### config.mk
export PLATFORM = sky130hd
export DESIGN_NAME = seven_segment_serial_display_writer
export DESIGN_NICKNAME = d
export VERILOG_FILES = /design/src/hw/rtl/ssdw_pkg.sv /design/src/hw/rtl/ssdw_bcd.sv /design/src/hw/rtl/ssdw_core.sv /design/src/hw/rtl/ssdw_outq.sv /design/src/hw/rtl/seven_segment_serial_display_writer.sv
export SDC_FILE = /design/constraint.sdc
export NUM_CORES = 1
export LEC_CHECK = 0
export BUFFER_PORTS_ARGS = -buffer_cell sky130_fd_sc_hd__buf_2
export CORE_UTILIZATION = 50
export CTS_BUF_LIST = sky130_fd_sc_hd__clkbuf_4 sky130_fd_sc_hd__clkbuf_8
export DETAILED_ROUTE_END_ITERATION = 7
export MAX_ROUTING_LAYER = met4
export PLACE_DENSITY = 0.67
export SLEW_MARGIN = 10
export SYNTH_ARGS = -nofsm -noshare
export SYNTH_HDL_FRONTEND = slang
export SYNTH_SLANG_ARGS = --single-unit
export TNS_END_PERCENT = 1
### constraint.sdc
create_clock -name clk -period 8 [get_ports clk]
set_input_delay 0 -clock clk [delete_from_list [all_inputs] [get_ports clk]]
set_output_delay 0 -clock clk [all_outputs]
set_load 0.005 [all_outputs]
### src/hw/rtl/ssdw_pkg.sv
// ----------------------------------------------------------------------------
// ssdw_pkg
// Shared types, command codes and the segment glyph table.
// ----------------------------------------------------------------------------
package ssdw_pkg;

  localparam int DIGITS_DEF = 4;

  localparam int ACT_W       = 2;
  localparam int IN_TDATA_W  = 32;
  localparam int OUT_TDATA_W = 8;

  localparam logic [1:0] ACT_TICK   = 2'd0;
  localparam logic [1:0] ACT_NUMBER = 2'd1;
  localparam logic [1:0] ACT_BRIGHT = 2'd2;
  localparam logic [1:0] ACT_DIGIT  = 2'd3;

  localparam logic [7:0] CMD_WRITE  = 8'h40;
  localparam logic [7:0] CMD_BRIGHT = 8'h88;
  localparam logic [7:0] CMD_ADDR   = 8'hC0;

  typedef struct packed {
    logic rejected;
    logic busy;
    logic drive;
    logic data;
    logic clock;
  } ssdw_res_t;

  function automatic logic [7:0] glyph(input logic [3:0] val);
    logic [7:0] seg;
    unique case (val)
      4'h0: seg = 8'h3F;
      4'h1: seg = 8'h06;
      4'h2: seg = 8'h5B;
      4'h3: seg = 8'h4F;
      4'h4: seg = 8'h66;
      4'h5: seg = 8'h6D;
      4'h6: seg = 8'h7D;
      4'h7: seg = 8'h07;
      4'h8: seg = 8'h7F;
      4'h9: seg = 8'h6F;
      4'hA: seg = 8'h77;
      4'hB: seg = 8'h7C;
      4'hC: seg = 8'h39;
      4'hD: seg = 8'h5E;
      4'hE: seg = 8'h79;
      default: seg = 8'h71;
    endcase
    return seg;
  endfunction

endpackage

### src/hw/rtl/ssdw_bcd.sv
// ----------------------------------------------------------------------------
// ssdw_bcd
// Split a number into decimal digits, one per cycle, least significant
// first, and write each digit's segment byte into the frame store.
// ----------------------------------------------------------------------------
module ssdw_bcd
  import ssdw_pkg::*;
#(
  parameter int DIGITS = DIGITS_DEF,
  parameter int IDX_W  = 3
) (
  input  logic             clk,
  input  logic             rst_n,
  input  logic             start,
  input  logic [15:0]      number,
  output logic             wr_en,
  output logic [IDX_W-1:0] wr_idx,
  output logic [7:0]       wr_byte
);

  localparam int CNT_W = (DIGITS > 1) ? $clog2(DIGITS) : 1;
  localparam logic [CNT_W-1:0] CNT_LAST = CNT_W'(DIGITS - 1);
  localparam logic [IDX_W-1:0] IDX_TOP  = IDX_W'(DIGITS + 1);

  logic             run_r;
  logic [CNT_W-1:0] cnt_r;
  logic [15:0]      rem_r;
  logic [31:0]      prod;
  logic [12:0]      quot;
  logic [15:0]      quot_x10;
  logic [15:0]      diff;

  // divide by ten through the reciprocal, exact over 16 bits
  assign prod     = rem_r * 32'd52429;
  assign quot     = prod[31:19];
  assign quot_x10 = {quot, 3'b000} + {2'b00, quot, 1'b0};
  assign diff     = rem_r - quot_x10;

  assign wr_en   = run_r;
  assign wr_idx  = IDX_TOP - IDX_W'(cnt_r);
  assign wr_byte = glyph(diff[3:0]);

  always_ff @(posedge clk) begin
    if (!rst_n) begin
      run_r <= 1'b0;
      cnt_r <= '0;
    end else if (start) begin
      run_r <= 1'b1;
      cnt_r <= '0;
    end else if (run_r) begin
      cnt_r <= cnt_r + 1'b1;
      if (cnt_r == CNT_LAST) begin
        run_r <= 1'b0;
      end
    end
  end

  always_ff @(posedge clk) begin
    if (start) begin
      rem_r <= number;
    end else if (run_r) begin
      rem_r <= {3'b000, quot};
    end
  end

endmodule

### src/hw/rtl/ssdw_core.sv
// ----------------------------------------------------------------------------
// ssdw_core
// Command decode, frame store and the pin step sequencer. One transfer
// updates the state and yields one result in the same cycle.
// ----------------------------------------------------------------------------
module ssdw_core
  import ssdw_pkg::*;
#(
  parameter int DIGITS = DIGITS_DEF,
  parameter int IDX_W  = 3
) (
  input  logic             clk,
  input  logic             rst_n,
  input  logic             acc,
  input  logic [1:0]       action,
  input  logic [15:0]      number,
  input  logic [2:0]       level,
  input  logic [3:0]       digit_value,
  input  logic [1:0]       position,
  input  logic             data_line_in,
  input  logic             dig_wr_en,
  input  logic [IDX_W-1:0] dig_wr_idx,
  input  logic [7:0]       dig_wr_byte,
  output logic             conv_start,
  output logic [15:0]      conv_number,
  output ssdw_res_t        res
);

  localparam int FRAME_MAX = DIGITS + 2;
  localparam int LEN_W     = $clog2(FRAME_MAX + 1);

  localparam logic [LEN_W-1:0] LEN_NUMBER = LEN_W'(DIGITS + 2);
  localparam logic [LEN_W-1:0] LEN_BRIGHT = LEN_W'(1);
  localparam logic [LEN_W-1:0] LEN_DIGIT  = LEN_W'(3);
  localparam logic [LEN_W-1:0] LEN_FRAME  = LEN_W'(FRAME_MAX);
  localparam logic [2:0]       ADDR_TOP   = 3'(DIGITS - 1);

  localparam logic [3:0] PH_IDLE     = 4'd0;
  localparam logic [3:0] PH_START_A  = 4'd1;
  localparam logic [3:0] PH_START_B  = 4'd2;
  localparam logic [3:0] PH_START_C  = 4'd3;
  localparam logic [3:0] PH_BIT_LOW  = 4'd4;
  localparam logic [3:0] PH_BIT_HIGH = 4'd5;
  localparam logic [3:0] PH_ACK_REL  = 4'd6;
  localparam logic [3:0] PH_ACK_SMP  = 4'd7;
  localparam logic [3:0] PH_ACK_LOW  = 4'd8;
  localparam logic [3:0] PH_STOP_A   = 4'd9;
  localparam logic [3:0] PH_STOP_B   = 4'd10;
  localparam logic [3:0] PH_STOP_C   = 4'd11;

  logic [3:0]       phase_r,  phase_nxt;
  logic [IDX_W-1:0] byte_r,   byte_nxt;
  logic [2:0]       bit_r,    bit_nxt;
  logic [7:0]       shift_r,  shift_nxt;
  logic             clk_r,    clk_nxt;
  logic             dat_r,    dat_nxt;
  logic             drv_r,    drv_nxt;
  logic [LEN_W-1:0] len_r,    len_nxt;
  logic             split_r,  split_nxt;
  logic [7:0]       frame_r [FRAME_MAX];

  logic             rejected;
  logic             ld_we0, ld_we1, ld_we2;
  logic [7:0]       ld_b0, ld_b1, ld_b2;
  logic [LEN_W-1:0] rd_pos;
  logic [7:0]       rd_byte;
  logic             byte_done;
  logic [2:0]       bit_inc;

  assign rd_pos    = LEN_W'(byte_r) + 1'b1;
  assign rd_byte   = (rd_pos < LEN_FRAME) ? frame_r[rd_pos[IDX_W-1:0]] : 8'h00;
  assign byte_done = (split_r && (rd_pos == LEN_W'(1))) || (rd_pos >= len_r);
  assign bit_inc   = bit_r + 1'b1;

  assign conv_number = number;

  always_comb begin
    phase_nxt  = phase_r;
    byte_nxt   = byte_r;
    bit_nxt    = bit_r;
    shift_nxt  = shift_r;
    clk_nxt    = clk_r;
    dat_nxt    = dat_r;
    drv_nxt    = drv_r;
    len_nxt    = len_r;
    split_nxt  = split_r;
    rejected   = 1'b0;
    conv_start = 1'b0;
    ld_we0     = 1'b0;
    ld_we1     = 1'b0;
    ld_we2     = 1'b0;
    ld_b0      = CMD_WRITE;
    ld_b1      = CMD_ADDR;
    ld_b2      = glyph(digit_value);

    if (acc) begin
      if (action == ACT_TICK) begin
        unique case (phase_r)
          PH_IDLE: begin
          end
          PH_START_A: begin
            clk_nxt   = 1'b1;
            dat_nxt   = 1'b1;
            drv_nxt   = 1'b1;
            phase_nxt = PH_START_B;
          end
          PH_START_B: begin
            dat_nxt   = 1'b0;
            drv_nxt   = 1'b1;
            phase_nxt = PH_START_C;
          end
          PH_START_C: begin
            clk_nxt   = 1'b0;
            bit_nxt   = 3'd0;
            phase_nxt = PH_BIT_LOW;
          end
          PH_BIT_LOW: begin
            clk_nxt   = 1'b0;
            dat_nxt   = shift_r[0];
            drv_nxt   = 1'b1;
            phase_nxt = PH_BIT_HIGH;
          end
          PH_BIT_HIGH: begin
            clk_nxt   = 1'b1;
            shift_nxt = {1'b0, shift_r[7:1]};
            bit_nxt   = bit_inc;
            phase_nxt = (bit_inc == 3'd0) ? PH_ACK_REL : PH_BIT_LOW;
          end
          PH_ACK_REL: begin
            clk_nxt   = 1'b0;
            dat_nxt   = 1'b0;
            drv_nxt   = 1'b0;
            phase_nxt = PH_ACK_SMP;
          end
          PH_ACK_SMP, PH_ACK_LOW: begin
            if ((phase_r == PH_ACK_SMP) && !data_line_in) begin
              clk_nxt   = 1'b1;
              phase_nxt = PH_ACK_LOW;
            end else begin
              if (phase_r == PH_ACK_LOW) begin
                clk_nxt = 1'b0;
              end
              if (byte_done) begin
                phase_nxt = PH_STOP_A;
              end else begin
                byte_nxt  = rd_pos[IDX_W-1:0];
                shift_nxt = rd_byte;
                bit_nxt   = 3'd0;
                phase_nxt = PH_BIT_LOW;
              end
            end
          end
          PH_STOP_A: begin
            clk_nxt   = 1'b0;
            dat_nxt   = 1'b0;
            drv_nxt   = 1'b1;
            phase_nxt = PH_STOP_B;
          end
          PH_STOP_B: begin
            clk_nxt   = 1'b1;
            phase_nxt = PH_STOP_C;
          end
          PH_STOP_C: begin
            dat_nxt = 1'b1;
            drv_nxt = 1'b1;
            if (rd_pos < len_r) begin
              byte_nxt  = rd_pos[IDX_W-1:0];
              shift_nxt = rd_byte;
              phase_nxt = PH_START_A;
            end else begin
              phase_nxt = PH_IDLE;
            end
          end
          default: begin
            phase_nxt = PH_IDLE;
          end
        endcase
      end else if (phase_r != PH_IDLE) begin
        rejected = 1'b1;
      end else begin
        byte_nxt  = '0;
        bit_nxt   = 3'd0;
        phase_nxt = PH_START_A;
        ld_we0    = 1'b1;
        unique case (action)
          ACT_NUMBER: begin
            ld_we1     = 1'b1;
            len_nxt    = LEN_NUMBER;
            split_nxt  = 1'b1;
            conv_start = 1'b1;
          end
          ACT_BRIGHT: begin
            ld_b0     = CMD_BRIGHT + {5'b00000, level};
            len_nxt   = LEN_BRIGHT;
            split_nxt = 1'b0;
          end
          default: begin
            ld_we1    = 1'b1;
            ld_we2    = 1'b1;
            ld_b1     = CMD_ADDR | {5'b00000, ADDR_TOP - {1'b0, position}};
            len_nxt   = LEN_DIGIT;
            split_nxt = 1'b1;
          end
        endcase
        shift_nxt = ld_b0;
      end
    end
  end

  assign res.clock    = clk_nxt;
  assign res.data     = dat_nxt;
  assign res.drive    = drv_nxt;
  assign res.busy     = (phase_nxt != PH_IDLE);
  assign res.rejected = rejected;

  always_ff @(posedge clk) begin
    if (!rst_n) begin
      phase_r <= PH_IDLE;
      byte_r  <= '0;
      bit_r   <= 3'd0;
      shift_r <= 8'h00;
      clk_r   <= 1'b1;
      dat_r   <= 1'b1;
      drv_r   <= 1'b1;
      len_r   <= '0;
      split_r <= 1'b0;
    end else begin
      phase_r <= phase_nxt;
      byte_r  <= byte_nxt;
      bit_r   <= bit_nxt;
      shift_r <= shift_nxt;
      clk_r   <= clk_nxt;
      dat_r   <= dat_nxt;
      drv_r   <= drv_nxt;
      len_r   <= len_nxt;
      split_r <= split_nxt;
    end
  end

  always_ff @(posedge clk) begin
    if (ld_we0) begin
      frame_r[0] <= ld_b0;
    end
    if (ld_we1) begin
      frame_r[1] <= ld_b1;
    end
    if (ld_we2) begin
      frame_r[2] <= ld_b2;
    end
    if (dig_wr_en) begin
      frame_r[dig_wr_idx] <= dig_wr_byte;
    end
  end

endmodule

### src/hw/rtl/ssdw_outq.sv
// ----------------------------------------------------------------------------
// ssdw_outq
// Result register with one skid entry behind it.
// ----------------------------------------------------------------------------
module ssdw_outq
  import ssdw_pkg::*;
(
  input  logic      clk,
  input  logic      rst_n,
  input  logic      push,
  input  ssdw_res_t push_res,
  output logic      space,
  output logic      out_valid,
  input  logic      out_ready,
  output ssdw_res_t out_res
);

  logic      head_vld_r;
  logic      skid_vld_r;
  ssdw_res_t head_r;
  ssdw_res_t skid_r;
  logic      pop;

  assign pop       = head_vld_r && out_ready;
  assign space     = !skid_vld_r;
  assign out_valid = head_vld_r;
  assign out_res   = head_r;

  always_ff @(posedge clk) begin
    if (!rst_n) begin
      head_vld_r <= 1'b0;
      skid_vld_r <= 1'b0;
    end else if (skid_vld_r) begin
      if (pop) begin
        skid_vld_r <= 1'b0;
      end
    end else if (push) begin
      if (head_vld_r && !pop) begin
        skid_vld_r <= 1'b1;
      end else begin
        head_vld_r <= 1'b1;
      end
    end else if (pop) begin
      head_vld_r <= 1'b0;
    end
  end

  always_ff @(posedge clk) begin
    if (skid_vld_r) begin
      if (pop) begin
        head_r <= skid_r;
      end
    end else if (push) begin
      if (head_vld_r && !pop) begin
        skid_r <= push_res;
      end else begin
        head_r <= push_res;
      end
    end
  end

endmodule

### src/hw/rtl/seven_segment_serial_display_writer.sv
// ----------------------------------------------------------------------------
// seven_segment_serial_display_writer
// Two-wire seven-segment display link driver, one pin step per tick.
//
//   channel | dir | tdata                                  | tuser
//   in_     | in  | number, level, digit_value, position,   | action
//           |     | data_line_in                           |
//   out_    | out | clock_line, data_line, data_drive,      | -
//           |     | busy_res, rejected                     |
//
// One transfer per cycle while in_tready is high; each result is registered
// in the output head register, or in the skid entry behind a held head.
// A show-number command has ssdw_bcd write its digit bytes into the frame.
// Two results can wait on the output before in_tready drops.
// Reset: pins high and driven, sequencer idle, output empty.
// ----------------------------------------------------------------------------
module seven_segment_serial_display_writer
  import ssdw_pkg::*;
#(
  parameter int DIGITS = DIGITS_DEF
) (
  input  logic                   clk,
  input  logic                   rst_n,
  input  logic                   in_tvalid,
  output logic                   in_tready,
  // number[15:0], level[18:16], digit_value[22:19], position[24:23],
  // data_line_in[25]
  input  logic [IN_TDATA_W-1:0]  in_tdata,
  // action[1:0]
  input  logic [ACT_W-1:0]       in_tuser,
  output logic                   out_tvalid,
  input  logic                   out_tready,
  // clock_line[0], data_line[1], data_drive[2], busy_res[3], rejected[4]
  output logic [OUT_TDATA_W-1:0] out_tdata
);

  localparam int IDX_W = $clog2(DIGITS + 2);

  logic             acc;
  logic             conv_start;
  logic [15:0]      conv_number;
  logic             dig_wr_en;
  logic [IDX_W-1:0] dig_wr_idx;
  logic [7:0]       dig_wr_byte;
  ssdw_res_t        core_res;
  ssdw_res_t        q_res;

  assign acc = in_tvalid && in_tready;

  ssdw_bcd #(
    .DIGITS (DIGITS),
    .IDX_W  (IDX_W)
  ) u_bcd (
    .clk     (clk),
    .rst_n   (rst_n),
    .start   (conv_start),
    .number  (conv_number),
    .wr_en   (dig_wr_en),
    .wr_idx  (dig_wr_idx),
    .wr_byte (dig_wr_byte)
  );

  ssdw_core #(
    .DIGITS (DIGITS),
    .IDX_W  (IDX_W)
  ) u_core (
    .clk          (clk),
    .rst_n        (rst_n),
    .acc          (acc),
    .action       (in_tuser),
    .number       (in_tdata[15:0]),
    .level        (in_tdata[18:16]),
    .digit_value  (in_tdata[22:19]),
    .position     (in_tdata[24:23]),
    .data_line_in (in_tdata[25]),
    .dig_wr_en    (dig_wr_en),
    .dig_wr_idx   (dig_wr_idx),
    .dig_wr_byte  (dig_wr_byte),
    .conv_start   (conv_start),
    .conv_number  (conv_number),
    .res          (core_res)
  );

  ssdw_outq u_outq (
    .clk       (clk),
    .rst_n     (rst_n),
    .push      (acc),
    .push_res  (core_res),
    .space     (in_tready),
    .out_valid (out_tvalid),
    .out_ready (out_tready),
    .out_res   (q_res)
  );

  assign out_tdata = {3'b000, q_res};

endmodule

==> flow_summary.yaml, run 1 <==
clocking:
  cts-htree-levels: 3
  post_cts_buffers: 0
  insertion_delay_ns: 0.38
  cts_hold_buf: 23
  cts_resized: 0
  tritoncts: "yes"
  clk_root_buffer_cell: "clkbuf_8"
  cts_num_sinks: 92
  clk_path_buf_depth: 2
  clk_pin_slew_worst_paths_ns: 0.10
  cts_buffers: 9
route:
  vias_per_cell: 5.36
  drc: 0
  dr.pass1.iters: 5
  wl_um: 20100
  drt_iter0_markers: 368
  postRouteAntennaNets: 0
  vias: 6763
  wl_per_cell_um: 15.9
floorplanning:
  io-pin-count: 48
  die_w_um: 140
  die_area_mm2: 0.0196
  coreArea_mm2: 0.0187
  initial_utilization_pct: 51.0
  die_y_um: 140
  rows: 50
min_path:
  hold-path-cell-count: 3
  min_from: "in_tvalid"
  hold_end: "u_outq.out_valid"
  hp-class: "input pin to register"
synth:
  syn_area_mm2: 0.00954
  synth_area_leaders: "ha_1 22%, edfxtp_1 20%, fa_1 17%"
  netlist.area_leader.share_pct: 21.5
  avgSynthCellArea_um2: 9.78
  ys.flop_type: "edfxtp_1"
  ys_seq_area_share_pct: 25.8
  ys_types: 57
  synth_edf_count: 62
  async_reset_ff_share_pct: 0
  yosysWarnings: 0
  yosys.area.top_type: "ha_1"
  ys_ff_latch: 92
  netlist_instances: 975
setup_path:
  slowest_delay_ns: 0.55
  r2r_cells: 25
  cpLargestDelayFamily: "adder cells"
  path_buf_inv: 4
  slowest_stage: "edfxtp_1"
  cpMostUsedCell: "fa_1"
  endpoint_kind: "register"
  start_kind: "register"
  cp.arrival_ns: 7.34
  worstPathMaxFanout: 14
  path_class: "register to register"
  crit_required_ns: 8.14
  reg2reg_to: "u_core.frame_r[2][1]"
  r2r_slack_ns: 0.80
  r2r_start: "u_bcd.rem_r[7]"
grt:
  grt_max_degree: 28
  grt_remaining_overflow: 0
  grt_pass1_wl_um: 33600
  grt_antenna_before_repair: 0
  first_global_vias: 6734
  grt_usage_pct: 22.6
final_layout:
  drive_gt1_share_pct: 7.69
  nets: 1304
  n_antenna_cell: 0
  syn2layout_area_growth_pct: 8.86
  fill_cells: 1679
sta:
  final.setup_skew_ns: 0.0131
  setup_viol: 0
  fmax_ghz: 0.139
  worst_pin_slew_ns: 1.11
  slew_headroom_pct: 25.0
  rsz0062_at_grt: "false"
  min_period_ns: 7.20
  hold_viol: 0
  maxSlewViolCount: 0
  finalSetupTns_ns: 0
  period_share_pct: 90.0
job:
  cap_violations: 0
place:
  globalplace.congestion: 0.945
  dp_hpwl_um: 16400
  portBuffers: 38
outcome:
  status: "completed"
[cell type report]
type,instances,area (um2),share of cell area [%]
clock buffers,9,124,1.19
clock inverters,7,105,1.01
inverters,182,683,6.58
multi-input cells,672,6260,60.3
flip-flops and latches,92,2460,23.7
well taps,234,293,2.82
repair buffers,65,450,4.34
[cell usage after synthesis (7+ instances only)]
cell,n
inv_1,180
ha_1,164
fa_1,80
edfxtp_1,62
nor2_1,60
a21oi_1,54
nand2_1,53
o21ai_0,31
dfxtp_1,30
clkbuf_1,24
nand2b_1,19
mux2i_1,14
nand3_1,14
xnor2_1,14
a211oi_1,13
a21o_1,13
and2_1,13
nor3_1,13
mux2_2,11
and3_1,10
nor2b_1,9
a31oi_1,8
xor2_1,7
[how the worst max path moves through the flow]
stage                               from  slack, ns                   end  cells after the start
after floorplan           u_bcd.rem_r[6]       1.49  u_core.frame_r[2][1]                     25
after global placement    u_bcd.rem_r[7]       0.95  u_core.frame_r[2][1]                     25
after detailed placement  u_bcd.rem_r[3]       0.83  u_core.frame_r[2][1]                     25
after CTS                 u_bcd.rem_r[3]       0.81  u_core.frame_r[2][1]                     25
after global routing      u_bcd.rem_r[3]       0.48  u_core.frame_r[2][1]                     25
final                     u_bcd.rem_r[7]       0.80  u_core.frame_r[2][1]                     25
[registers in the layout, summed over array words and instances, names as in the netlist]
name / flops
u_outq.skid_vld_r: 1
u_core.frame_r: 36
u_core.dat_r: 1
u_core.len_r: 3
u_core.split_r: 1
u_outq.out_valid: 1
u_bcd.rem_r: 16
u_core.bit_r: 3
u_outq.skid_r: 5
u_core.phase_r: 4
u_core.shift_r: 8
u_core.drv_r: 1
u_bcd.wr_en: 1
u_core.clk_r: 1
u_outq.out_res: 5
u_core.byte_r: 3
u_bcd.cnt_r: 2
[tightest hold or removal path, delay by kind of cell]
kind | cells | cell delay, ns
compound gates | 1 | 0.09
buf+inv | 1 | 0.12
simple gates | 1 | 0.16
[through the flow]
step / setup slack (ns) / hold slack, ns / std cells / utilization, % / cell area, um2
after detailed placement: 0.830 / 0.213 / 1222 / 53.0 / 9920
after floorplan: 1.49 / 0.0718 / 977 / - / 9540
after CTS: 0.806 / 0.00168 / 1261 / 55.5 / 10400
after global routing: 0.484 / 0.0149 / 1261 / 55.5 / 10400
after global placement: 0.946 / 0.209 / 1222 / 53.0 / 9920
final: 0.799 / 0.0330 / 1261 / 55.5 / 10400
[cell usage in the layout, fill, tap and decap left out, drive strengths merged, types with 6 or more instances in the layout]
master         n
a211oi        13
a21o          13
a21oi         54
a31oi          8
and2          14
and3          10
buf           42
clkbuf         9
dfxtp         30
dlygate4sd3   23
edfxtp        62
fa            80
ha           164
inv          184
mux2          11
mux2i         14
nand2         53
nand2b        19
nand3         14
nor2          60
nor2b          9
nor3          13
o21a           6
o21ai         31
o31ai          7
xnor2         14
xor2           7
[routing by layer]
layer  wire length [um]  share of wire (%)  vias up  track usage (%)
met5                  0                  0        -                -
met4                225                1.1        0             4.51
met3                823                4.1       18             3.25
met2               9160                 46      145             35.5
met1               9890                 49     3221             31.1
li1                   -                  -     3379                -
[cell families (layout without fill, tap and decap cells)]
family / after synthesis / in the layout / synth area share, %
buf+inv: 213 / 263 / 8.58
fa+ha+maj: 244 / 244 / 38.3
simple gates: 209 / 209 / 10.5
xor+xnor: 22 / 22 / 2.18
mux: 28 / 28 / 3.48
flops: 92 / 92 / 25.8
other cells: 1 / 3 / 0.0393
compound gates: 166 / 166 / 11.1
Power of run 1 is left out: the tool's default activity adds up to more than one toggle a clock period on the data nets, which glitch-free logic cannot reach.
==> inputs of run 2 (changes only) <==
--- a/config.mk
+++ b/config.mk
@@ -5,6 +5,7 @@
 export SDC_FILE = /design/constraint.sdc
 export NUM_CORES = 1
 export LEC_CHECK = 0
+export ABC_AREA = 1
 export BUFFER_PORTS_ARGS = -buffer_cell sky130_fd_sc_hd__buf_2
 export CORE_UTILIZATION = 50
 export CTS_BUF_LIST = sky130_fd_sc_hd__clkbuf_4 sky130_fd_sc_hd__clkbuf_8
==> run 2 against run 1 <==
Compared with the run above: sequential share of layout area down 1.1 points; synthesized cell count up 23%; fmax up 9.8%; wire length up 12%; worst hold slack worse by 0.021 ns; final cell count up 21%; critical path type unchanged; clock-buffer cell count unchanged; first-iteration DRC count up 22%; die area up 4.8%; critical endpoint is now u_core.frame_r[4][6]; utilization up 0.22 points.
==> flow_summary.yaml, run 2 <==
grt:
  first_global_vias: 7805
  grt_usage_pct: 24.9
  grt_antenna_before_repair: 0
  grt_remaining_overflow: 0
  grt_max_degree: 22
  grt_pass1_wl_um: 38300
synth:
  netlist_instances: 1199
  netlist.area_leader.share_pct: 20.5
  synth_area_leaders: "ha_1 21%, edfxtp_1 19%, fa_1 16%"
  async_reset_ff_share_pct: 0
  yosys.area.top_type: "ha_1"
  ys_top_cells_by_count: "256 x inv_1, 205 x nand2_1, 164 x ha_1"
  synth_edf_count: 62
  ys_types: 47
  syn_area_mm2: 0.0100
  ys_seq_area_share_pct: 24.6
  ys_ff_latch: 92
  avgSynthCellArea_um2: 8.34
  synth.most_common_cell: "inv_1"
  yosysWarnings: 0
  ys.flop_type: "edfxtp_1"
sta:
  min_period_ns: 6.56
  hold_viol: 0
  final.setup_skew_ns: 0.0193
  slew_headroom_pct: 21.4
  maxSlewViolCount: 0
  finalSetupTns_ns: 0
  worst_pin_slew_ns: 1.17
  fmax_ghz: 0.152
  period_share_pct: 82.0
  rsz0062_at_grt: "false"
  setup_viol: 0
clocking:
  clk_path_buf_depth: 2
  post_cts_buffers: 0
  clk_root_buffer_cell: "clkbuf_8"
  tritoncts: "yes"
  cts_num_sinks: 92
  cts_resized: 0
  cts-htree-levels: 3
  clk_pin_slew_worst_paths_ns: 0.10
  cts_buffers: 9
  insertion_delay_ns: 0.39
final_layout:
  fill_cells: 1847
  multiInputGateArea_mm2: 0.00648
  nets: 1538
  layout_common_cells: "256 x inv_1, 205 x nand2_1, 164 x ha_1, 105 x nor2_1, 80 x fa_1"
  largest_reg_flops: 36
  max_flop_register: "u_core.frame_r"
  drive_gt1_share_pct: 7.30
  final_common_cell: "inv_1"
  top_regs: "u_core.frame_r x36, u_bcd.rem_r x16, u_core.shift_r x8"
  syn2layout_area_growth_pct: 8.79
  final-seq-area_mm2: 0.00246
  n_antenna_cell: 0
setup_path:
  cp.arrival_ns: 6.69
  path_class: "register to register"
  worstPathMaxFanout: 8
  endpoint_kind: "register"
  crit_required_ns: 8.13
  critPathLaunch: "u_bcd.rem_r[3]"
  slowest_delay_ns: 0.59
  start_kind: "register"
  cpMostUsedCell: "inv_1"
  r2r_start: "u_bcd.rem_r[3]"
  slowest_stage: "edfxtp_1"
floorplanning:
  initial_utilization_pct: 51.2
  die_w_um: 143
  io-pin-count: 48
  die_y_um: 143
  coreArea_mm2: 0.0195
  rows: 51
  die_area_mm2: 0.0206
place:
  globalplace.congestion: 0.909
  dp_hpwl_um: 18400
  portBuffers: 38
outcome:
  status: "completed"
route:
  vias_per_cell: 5.07
  dr.pass1.iters: 5
  drt_iter0_markers: 449
  postRouteAntennaNets: 0
  vias: 7743
  drc: 0
  wl_per_cell_um: 14.8
  wl_um: 22500
job:
  cap_violations: 0
min_path:
  min_from: "in_tdata[2]"
  hp-class: "input pin to register"
[run 2: kinds of logic after synthesis]
logic type,count (synthesis),share of synthesized area (%)
adder cells (fa/ha/maj),244,36.5
buffers and inverters,279,10.7
AO/OA/AOI/OAI,159,8.96
AND/OR/NAND/NOR,409,17.9
flip-flops,92,24.6
XOR/XNOR,15,1.31
other,1,0.0375
[run 2: stage by stage]
step | area [um2] | cells | hold WS, ns | setup slack [ns] | util [%]
finish | 10900 | 1526 | 0.0123 | 1.44 | 55.7
global route | 10900 | 1526 | 0.00563 | 1.02 | 55.7
CTS | 10900 | 1526 | 0.00543 | 1.50 | 55.7
detailed placement | 10400 | 1487 | 0.274 | 1.53 | 53.5
global placement | 10400 | 1487 | 0.268 | 1.57 | 53.5
floorplan | 10000 | 1201 | 0.138 | 2.22 | -
[run 2: routing by layer]
| metal | vias to the layer above | global-route usage (%) | share of wire, % |
|---|---|---|---|
| met5 | - | - | 0 |
| met4 | 0 | 4.59 | 1.3 |
| met3 | 20 | 4.37 | 5.4 |
| met2 | 196 | 38.3 | 44 |
| met1 | 3587 | 34.5 | 49 |
| li1 | 3940 | - | - |
[run 2: worst max-delay path, delay by kind of cell (launching register included)]
kind,cells,cell delay (ns)
buffers and inverters,7,0.53
AOI/OAI and AO/OA,1,0.09
adders and majority gates,8,3.40
and+or+nand+nor,12,1.69
DFF,1,0.59
[run 2: layout make-up]
class                   count  area share (%)
clock buffers               9            1.14
clock inverters             7           0.713
inverters                 261            9.00
multi-input cells         830            59.5
flip-flops and latches     92            22.6
well taps                 265            3.05
repair buffers             62            3.93
[run 2: final timing paths]
| kind | endpoint | slack, ns | cells after the start |
|---|---|---|---|
| worst max-delay path | u_core.frame_r[4][6] | 1.44 | 28 |
| worst min-delay path | u_bcd.rem_r[2] | 0.01 | 3 |
| worst max register to register | u_core.frame_r[4][6] | 1.44 | 28 |
| worst min register to register | u_core.len_r[2] | 0.47 | 2 |
[run 2: what timing repair did]
action / CTS / global route
endpoints found under the setup margin: 0 / 0
endpoints found under the hold margin: 26 / 0
hold buffers: 23 / 0
Power of run 2 is left out for the same reason.
